==> config.mk <==
export PLATFORM = sky130hd
export DESIGN_NAME = keypoint_frame_deframer_core
export DESIGN_NICKNAME = d
export VERILOG_FILES = /design/src/hdl/kfd_pkg.sv /design/src/hdl/keypoint_frame_deframer_core.sv /design/src/hdl/kfd_frame_sync.sv
export SDC_FILE = /design/constraint.sdc
export NUM_CORES = 1
export LEC_CHECK = 0
export BUFFER_PORTS_ARGS = -buffer_cell sky130_fd_sc_hd__buf_2
export CELL_PAD_IN_SITES_DETAIL_PLACEMENT = 1
export CELL_PAD_IN_SITES_GLOBAL_PLACEMENT = 2
export CORE_UTILIZATION = 48
export DETAILED_ROUTE_END_ITERATION = 10
export HOLD_SLACK_MARGIN = 0.12
export PLACE_DENSITY = 0.87
export SYNTH_ARGS = -nofsm -noshare
export SYNTH_HDL_FRONTEND = slang
export SYNTH_SLANG_ARGS = --single-unit
export TNS_END_PERCENT = 1
==> constraint.sdc <==
create_clock -name clk -period 29.7 [get_ports clk]
set_input_delay 1.485 -clock clk [delete_from_list [all_inputs] [get_ports clk]]
set_output_delay 1.485 -clock clk [all_outputs]
set_load 0.005 [all_outputs]
==> src/hdl/kfd_pkg.sv <==
// ----------------------------------------------------------------------------
// Keypoint frame deframer package
// Shared constants, register codes and the status word passed from the
// frame synchroniser to the top level.
// ----------------------------------------------------------------------------
package kfd_pkg;

    // Width of one received byte and of one configuration register.
    localparam int BYTE_W          = 8;
    // Bytes carried by one keypoint: three little-endian 16-bit coordinates.
    localparam int BYTES_PER_POINT = 6;
    localparam int POINT_W         = BYTES_PER_POINT * BYTE_W;
    localparam int COORD_W         = 16;
    // The point index on the result port wraps at four.
    localparam int POINT_IDX_W     = 2;
    // Default keypoint count per frame.
    localparam int NUM_POINTS_DEF  = 4;

    // Configuration register indexes.
    localparam int CFG_IDX_W = 1;
    typedef enum logic [CFG_IDX_W-1:0] {
        CFG_HEADER = 1'b0,
        CFG_FOOTER = 1'b1
    } cfg_reg_t;

    // Status from the frame synchroniser.
    typedef struct packed {
        logic at_footer;  // the next byte taken is the footer
        logic frame_ok;   // a matching footer byte is taken in this cycle
    } sync_stat_t;

endpackage

==> src/hdl/keypoint_frame_deframer_core.sv <==
// ----------------------------------------------------------------------------
// Keypoint frame deframer core
// Finds fixed-length header/footer frames in a byte stream and emits one
// word per keypoint with three signed 16-bit coordinates.
// ----------------------------------------------------------------------------
// Output: a good footer byte loads the keypoint buffer, and the first word then
// moves from the buffer into the output word register once that register is free;
// the remaining words follow one a cycle while the output flows.
// Throughput: one byte a cycle. The input stalls only at a footer byte while
// the keypoint buffer of the previous frame still holds words to send.
// Reset: hunting for a header, both configuration registers zero, no output.
// ----------------------------------------------------------------------------
module keypoint_frame_deframer_core #(
    parameter int NUM_POINTS = kfd_pkg::NUM_POINTS_DEF
) (
    input  logic                                    clk,
    input  logic                                    rst_n,
    // Configuration write port
    input  logic                                    cfg_wr_en,
    input  logic [kfd_pkg::CFG_IDX_W-1:0]           cfg_index,
    input  logic [kfd_pkg::BYTE_W-1:0]              cfg_wr_data,
    // Byte input channel
    input  logic                                    in_valid,
    output logic                                    in_stall,
    input  logic [kfd_pkg::BYTE_W-1:0]              rx_byte,
    // Keypoint output channel
    output logic                                    out_valid,
    input  logic                                    out_stall,
    output logic [kfd_pkg::POINT_IDX_W-1:0]         point_index,
    output logic signed [kfd_pkg::COORD_W-1:0]      coord_x,
    output logic signed [kfd_pkg::COORD_W-1:0]      coord_y,
    output logic signed [kfd_pkg::COORD_W-1:0]      coord_z,
    output logic                                    last_point
);
    import kfd_pkg::*;

    localparam int LEFT_W = $clog2(NUM_POINTS + 1);

    logic [BYTE_W-1:0]             header_reg;
    logic [BYTE_W-1:0]             footer_reg;
    logic                          in_take;
    logic [POINT_W*NUM_POINTS-1:0] payload;
    sync_stat_t                    sync_stat;

    logic [POINT_W-1:0]            row_reg [0:NUM_POINTS-1];
    logic [LEFT_W-1:0]             emit_left_reg;
    logic [POINT_IDX_W-1:0]        point_cnt_reg;
    logic                          out_load;

    logic                          out_valid_reg;
    logic [POINT_IDX_W-1:0]        point_index_reg;
    logic signed [COORD_W-1:0]     coord_x_reg;
    logic signed [COORD_W-1:0]     coord_y_reg;
    logic signed [COORD_W-1:0]     coord_z_reg;
    logic                          last_point_reg;

    // Configuration registers.
    always_ff @(posedge clk or negedge rst_n)
    begin
        if (!rst_n)
        begin
            header_reg <= '0;
            footer_reg <= '0;
        end
        else if (cfg_wr_en)
        begin
            case (cfg_reg_t'(cfg_index))
                CFG_HEADER: header_reg <= cfg_wr_data;
                CFG_FOOTER: footer_reg <= cfg_wr_data;
                default:    ;
            endcase
        end
    end

    // A footer waits while the keypoint buffer is still busy.
    assign in_stall = sync_stat.at_footer && (emit_left_reg != '0);
    assign in_take  = in_valid && !in_stall;

    kfd_frame_sync #(
        .NUM_POINTS (NUM_POINTS)
    ) u_sync (
        .clk         (clk),
        .rst_n       (rst_n),
        .in_take     (in_take),
        .rx_byte     (rx_byte),
        .header_byte (header_reg),
        .footer_byte (footer_reg),
        .payload     (payload),
        .stat        (sync_stat)
    );

    // Keypoint buffer: loaded whole on a good footer, shifted one row per word.
    assign out_load = (emit_left_reg != '0) && (!out_valid_reg || !out_stall);

    always_ff @(posedge clk or negedge rst_n)
    begin
        if (!rst_n)
        begin
            emit_left_reg <= '0;
            point_cnt_reg <= '0;
        end
        else if (sync_stat.frame_ok)
        begin
            emit_left_reg <= LEFT_W'(NUM_POINTS);
            point_cnt_reg <= '0;
        end
        else if (out_load)
        begin
            emit_left_reg <= emit_left_reg - LEFT_W'(1);
            point_cnt_reg <= point_cnt_reg + POINT_IDX_W'(1);
        end
    end

    always_ff @(posedge clk)
    begin
        if (sync_stat.frame_ok)
        begin
            for (int i = 0; i < NUM_POINTS; i++)
            begin
                row_reg[i] <= payload[i*POINT_W +: POINT_W];
            end
        end
        else if (out_load)
        begin
            for (int i = 0; i < NUM_POINTS - 1; i++)
            begin
                row_reg[i] <= row_reg[i+1];
            end
        end
    end

    // Output word register.
    always_ff @(posedge clk or negedge rst_n)
    begin
        if (!rst_n)
        begin
            out_valid_reg <= 1'b0;
        end
        else if (out_load)
        begin
            out_valid_reg <= 1'b1;
        end
        else if (!out_stall)
        begin
            out_valid_reg <= 1'b0;
        end
    end

    always_ff @(posedge clk)
    begin
        if (out_load)
        begin
            point_index_reg <= point_cnt_reg;
            coord_x_reg     <= signed'(row_reg[0][0*COORD_W +: COORD_W]);
            coord_y_reg     <= signed'(row_reg[0][1*COORD_W +: COORD_W]);
            coord_z_reg     <= signed'(row_reg[0][2*COORD_W +: COORD_W]);
            last_point_reg  <= (emit_left_reg == LEFT_W'(1));
        end
    end

    assign out_valid   = out_valid_reg;
    assign point_index = point_index_reg;
    assign coord_x     = coord_x_reg;
    assign coord_y     = coord_y_reg;
    assign coord_z     = coord_z_reg;
    assign last_point  = last_point_reg;

    // A good frame never overwrites words that are still to be sent.
    a_no_overrun: assert property (@(posedge clk) disable iff (!rst_n)
        sync_stat.frame_ok |-> (emit_left_reg == '0))
        else $error("good frame arrived while keypoint buffer busy");

    // A good frame queues exactly one word per keypoint.
    a_frame_load: assert property (@(posedge clk) disable iff (!rst_n)
        sync_stat.frame_ok |=> (emit_left_reg == LEFT_W'(NUM_POINTS)))
        else $error("keypoint count not loaded after good frame");

    // The first word of a frame carries point index zero.
    a_first_index: assert property (@(posedge clk) disable iff (!rst_n)
        (out_load && (emit_left_reg == LEFT_W'(NUM_POINTS)))
        |=> (point_index_reg == '0))
        else $error("first keypoint word has non-zero index");

endmodule

==> src/hdl/kfd_frame_sync.sv <==
// ----------------------------------------------------------------------------
// Keypoint frame synchroniser
// Hunts for the header byte, shifts the payload bytes of a frame into a
// shift line and checks the footer byte.
// ----------------------------------------------------------------------------
module kfd_frame_sync #(
    parameter int NUM_POINTS = kfd_pkg::NUM_POINTS_DEF
) (
    input  logic                                             clk,
    input  logic                                             rst_n,
    input  logic                                             in_take,
    input  logic [kfd_pkg::BYTE_W-1:0]                       rx_byte,
    input  logic [kfd_pkg::BYTE_W-1:0]                       header_byte,
    input  logic [kfd_pkg::BYTE_W-1:0]                       footer_byte,
    output logic [kfd_pkg::POINT_W*NUM_POINTS-1:0]           payload,
    output kfd_pkg::sync_stat_t                              stat
);
    import kfd_pkg::*;

    localparam int PAYLOAD_LEN = BYTES_PER_POINT * NUM_POINTS;
    localparam int POS_W       = $clog2(PAYLOAD_LEN + 1);

    logic              in_frame_reg;
    logic              in_frame_next;
    logic [POS_W-1:0]  pos_reg;
    logic [POS_W-1:0]  pos_next;
    logic [BYTE_W-1:0] store_reg [0:PAYLOAD_LEN-1];
    logic              payload_take;

    // The footer position is reached once the whole payload is in.
    assign stat.at_footer = in_frame_reg && (pos_reg == POS_W'(PAYLOAD_LEN));
    assign stat.frame_ok  = in_take && stat.at_footer && (rx_byte == footer_byte);
    assign payload_take   = in_take && in_frame_reg && !stat.at_footer;

    // Hunting and byte position control.
    always_comb
    begin
        in_frame_next = in_frame_reg;
        pos_next      = pos_reg;
        if (in_take)
        begin
            if (!in_frame_reg)
            begin
                if (rx_byte == header_byte)
                begin
                    in_frame_next = 1'b1;
                    pos_next      = '0;
                end
            end
            else if (stat.at_footer)
            begin
                in_frame_next = 1'b0;
                pos_next      = '0;
            end
            else
            begin
                pos_next = pos_reg + POS_W'(1);
            end
        end
    end

    always_ff @(posedge clk or negedge rst_n)
    begin
        if (!rst_n)
        begin
            in_frame_reg <= 1'b0;
            pos_reg      <= '0;
        end
        else
        begin
            in_frame_reg <= in_frame_next;
            pos_reg      <= pos_next;
        end
    end

    // Payload shift line: after a full payload, entry k holds byte k.
    always_ff @(posedge clk)
    begin
        if (payload_take)
        begin
            store_reg[PAYLOAD_LEN-1] <= rx_byte;
            for (int k = 0; k < PAYLOAD_LEN - 1; k++)
            begin
                store_reg[k] <= store_reg[k+1];
            end
        end
    end

    // Flatten the payload, byte 0 in the lowest bits.
    always_comb
    begin
        for (int k = 0; k < PAYLOAD_LEN; k++)
        begin
            payload[k*BYTE_W +: BYTE_W] = store_reg[k];
        end
    end

endmodule

# [After elaboration in Yosys (flattened, before gate mapping)]
# Memories as Yosys holds them, arrays and structs flattened. A register that Yosys moved wholly into a read port is not among the register bits.
# Index checks and enable logic that the tools add are counted.
[word_totals] regBits=31 output_inout_bits=53 mem_count=2 mem_bits_rw=384 input_bits=22
[classes] mux=22 bitwise=4 n_eq_ne=5 reduce_logical=19 addsub=3
[mem_list] memory="row_reg" words=4 width=48 rd=4 rd_clocked_by_memory_dff=1 write_ports=4 line_no="keypoint_frame_deframer_core.sv:45" text="logic [POINT_W-1:0] row_reg [0:NUM_POINTS-1];"
[mem_list] memory="u_sync.store_reg" words=24 width=8 rd=24 rd_clocked_by_memory_dff=0 write_ports=24 line_no="kfd_frame_sync.sv:27" text="logic [BYTE_W-1:0] store_reg [0:PAYLOAD_LEN-1];"
[ops] op="$mux 48" n=3
[ops] op="$eq 8x8->1" n=2
[ops] op="$mux 5" n=3
[ops] op="$mux 1" n=12
[ops] op="$logic_and 1x1->1" n=8
[ops] op="$mux 3" n=2
[ops] op="$reduce_and 2->1" n=3
[ops] op="$add 5x1->5 const B" n=1
[ops] op="$eq 5x5->1 const B" n=1
[ops] op="$logic_not 1->1" n=4
[ops] op="$mux 2" n=2
[ops] op="$reduce_bool 2->1" n=2
[ops] op="$eq 3x1->1 const B" n=1
[ops] op="$or 1x1->1" n=3
[ops] op="$reduce_bool 3->1" n=1
[ops] op="$sub 3x1->3 const B" n=1
[ops] op="$add 2x1->2 const B" n=1
[ops] op="$ne 2x1->1 const B" n=1
[ops] op="$logic_or 1x1->1" n=1
[ops] op="$not 1->1" n=1

# [Logic depth before layout (Yosys ltp)]
[depth] word_depth=10 ltp_mapped=9 mapped_depth_nobuf=7

# [Cells and area by module]
# A second synthesis with hierarchy kept.
[unflattened] hier_cells=729 hier_area_um2=16274.4
[modules_own_cells] module="keypoint_frame_deframer_core" area_each_um2=9962.1 seq_area_each_um2=7847.5 n_inst=1 cells_each=475
[modules_own_cells] module="kfd_frame_sync" area_each_um2=6312.3 seq_area_each_um2=5915.7 n_inst=1 cells_each=254

# [Least setup slack after synthesis]
# No wires, ideal clock.
[synth_timing] path_type="input port to flip-flop" start="input in_valid" end="memory u_sync.store_reg[0][0] (enable)" slack_ns=14.114 n_path_buf=0 cell_stages=2 setup_time_ns=0.983 arrival_ns=14.603 path_cell_list="inv_1 nor3_1"
[synth_lines] item="start: declaration" line_no="keypoint_frame_deframer_core.sv:23" text="input logic in_valid,"
[synth_lines] item="end: declaration" line_no="kfd_frame_sync.sv:27"

==> impl_metrics.py <==
metrics = {
    "outcome": {
        "status": "finished clean",
    },
    "worst_setup_path": {
        "crit_chain": "buf_2 -> nand2_1 -> nand2_4 -> buf_4 -> nand2b_4 -> buf_4 -> buf_4",
        "critPathBufInv": 4,
        "cp_max_fo": 78,
        "required_ns": 29.88,
        "critPathMaxStageDelay_ns": 0.65,
        "path_common_cell": "buf_4",
        "worst_setup_path_end_kind": "flop",
        "startpoint_type": "input port",
        "arrival_ns": 4.85,
        "r2r_setup_slack_ns": 25.25,
        "path_class": "input port to flop",
        "critical_path.top_delay_family": "buffers and inverters",
        "cp_slowest_cell": "buf_4",
    },
    "yosys": {
        "synth_edf_count": 435,
        "synth_top_area_share_pct": 80.1,
        "synth_compound_area_share_pct": 0.744,
        "synth-simple-area-share_pct": 11.2,
        "synth_ff_type": "edfxtp_1",
        "ys_seq_area_share_pct": 84.4,
        "synth_nets": 1058,
        "netlist_instances": 1031,
        "yosys-top-cells-area": "edfxtp_1 (80%), nand2_1 (10%), dfrtp_1 (4.3%), mux2_2 (1.1%), xnor2_1 (0.91%)",
        "syn_area_um2": 16300,
        "synth_top_family_by_area": "simple AND/OR/NAND/NOR gates",
        "postSynthAreaPerCell_um2": 15.8,
        "yosys_warnings": 0,
        "synth_fa_ha_area_share_pct": 0.384,
        "synth.distinct_cells": 33,
        "async_flop_share_pct": 6.05,
        "yosysTopAreaCell": "edfxtp_1",
        "ys_ff_latch": 463,
        "synthMuxAreaShare_pct": 1.17,
        "synth_xor_area_share_pct": 0.967,
    },
    "run": {
        "cap_violations": 0,
    },
    "timing": {
        "finalSetupTns_ns": 0,
        "rsz0062_at_grt": "no",
        "post-route-period-util_pct": 15.7,
        "slew_violations": 0,
        "setup_viol": 0,
        "fmax_ghz": 0.214,
        "max_slew_margin_pct": 18.1,
        "worst_clock_skew_ns": 0.0183,
        "finalCriticalPeriod_ns": 4.67,
        "worst_pin_slew_ns": 1.23,
        "hold_viol_final": 0,
    },
    "global_routing": {
        "gr-usage-met2_pct": 27.9,
        "grt_pass1_wl_um": 46800,
        "use_met3_pct": 3.03,
        "grt_remaining_overflow": 0,
        "antenna_found_initial": 0,
        "grt_pass1_vias": 8547,
        "grt_max_degree": 194,
        "grt.total_usage_pct": 17.0,
        "met1_usage_pct": 23.5,
        "grt.busiest_layer": "met2",
    },
    "layout": {
        "finish.utilization_pct": 56.1,
        "drive_above_1_share_pct": 14.9,
        "layout-area-overhead-vs-synth_pct": 15.0,
        "nets": 1153,
        "fin_area_um2": 18800,
        "antennaDiodeCount": 0,
        "layout_common_cells": "nand2_1 (441), edfxtp_1 (435), buf_2 (74)",
        "final_common_cell": "nand2_1",
    },
    "power": {
        "power.internal_mw": 1.36,
        "p_comb_share_pct": 14.6,
        "power_density_nw_per_um2": 97.9,
        "p_clk_share_pct": 32.8,
        "power_frac_seq_pct": 52.7,
        "p_sw_share_pct": 26.1,
        "p_sw_uw": 479,
        "ir_worst_vdd_mv": 0.0465,
        "power_leakage_nw": 7.10,
    },
    "floorplanning": {
        "dieWidth_um": 186,
        "pin_count": 75,
        "dieArea_um2": 34700,
        "fp.coreArea_um2": 33400,
        "fp.dieH_um": 186,
        "start_util_pct": 48.8,
        "rows": 67,
    },
    "place": {
        "placed_area_um2": 17200,
        "port_buffers": 74,
        "dp_hpwl_um": 16400,
        "routabilityCongestion": 0.699,
    },
    "detailed_routing": {
        "antenna_left": 0,
        "wl_um": 28800,
        "via_count": 8094,
        "first_pass_iters": 5,
        "viasPerCell": 5.03,
        "drt_iter0_drc": 628,
        "wl_per_cell_um": 17.9,
        "drc": 0,
    },
    "clock_tree": {
        "cts_resized": 0,
        "cts_hold_buf": 0,
        "root_buffer": "clkbuf_16",
        "cts_buffers": 46,
        "clk_path_buf_depth": 3,
        "clock_sinks": 463,
        "path_clk_slew_ns": 0.06,
        "cts_tree": "yes",
        "clk_latency_ns": 0.55,
        "post_cts_buffers": 0,
        "htreeDepth": 2,
    },
    "hold_path": {
        "hold_path.class": "flop to flop",
    },
}
[per-stage QoR]
stage          instances  worst slack (ns)  hold WS (ns)  total power [mW]
3_5_place_dp        1526             24.41         0.406              1.25
6_report            1610             25.03         0.415              1.84
5_1_grt             1610             24.71         0.423              1.92
2_1_floorplan       1031             14.11         0.400              1.16
3_3_place_gp        1526             24.50         0.403              1.23
4_1_cts             1610             24.98         0.420              1.86
[final timing paths]
path / from / to / cells after the start
worst max-delay path: out_stall / row_reg[0][22] / 7
worst min-delay path: row_reg[0][35] / coord_z[3] / 0
worst max register to register: emit_left_reg[0] / row_reg[0][22] / 9
worst min register to register: row_reg[0][35] / coord_z[3] / 0
max in group asynchronous: rst_n / footer_reg[2] / 1
min in group asynchronous: rst_n / emit_left_reg[2] / 1
[metal layers]
layer	vias up	routed length, um
li1	3797	-
met1	4086	12900
met2	160	14100
met3	51	1210
met4	0	538
met5	-	0
[power by group through the flow]
stage / sequential (mW) / combinational, mW / clock, mW
2_1_floorplan: 0.987 / 0.171 / 0
3_3_place_gp: 0.968 / 0.257 / 0
3_5_place_dp: 0.981 / 0.272 / 0
4_1_cts: 0.970 / 0.275 / 0.615
5_1_grt: 0.983 / 0.304 / 0.633
6_report: 0.968 / 0.267 / 0.602
[layout make-up]
| type | count | area, um2 |
|---|---|---|
| inverters | 10 | 42.5 |
| clock inverters | 23 | 290 |
| well taps | 448 | 561 |
| repair buffers | 80 | 428 |
| multi-input cells | 525 | 2380 |
| fillers | 3144 | 14700 |
| clock buffers | 61 | 1290 |
| flip-flops and latches | 463 | 13800 |
[worst register-to-register path: stages, from the launching register on]
cell and delay (ns):
dfrtp_1 0.40, inv_1 0.11, ha_1 0.19, nand2b_1 0.20, a31o_4 0.32, nor4_4 0.23, buf_4 0.62, nand2b_4 0.64
buf_4 0.67, buf_4 0.65
[cells in the mapped netlist, drive strengths merged, types with 3 or more instances]
cell	count
nor2	6
nor3	3
ha	5
mux2	16
dfrtp	28
nand4	4
edfxtp	435
nand2	442
a31oi	4
inv	10
o21ai	4
clkbuf	12
xnor2	17
nand3	5
nor2b	3
buf	21
[logic make-up (layout without fill, tap and decap cells)]
logic type               Yosys count  after routing
XOR/XNOR                          18             18
AND/OR/NAND/NOR                  469            469
AO/OA/AOI/OAI                     16             16
flip-flops                       463            463
buffers and inverters             43            174
adder cells (fa/ha/maj)            5              5
multiplexers                      17             17
Power figures use the tool's default switching activity.
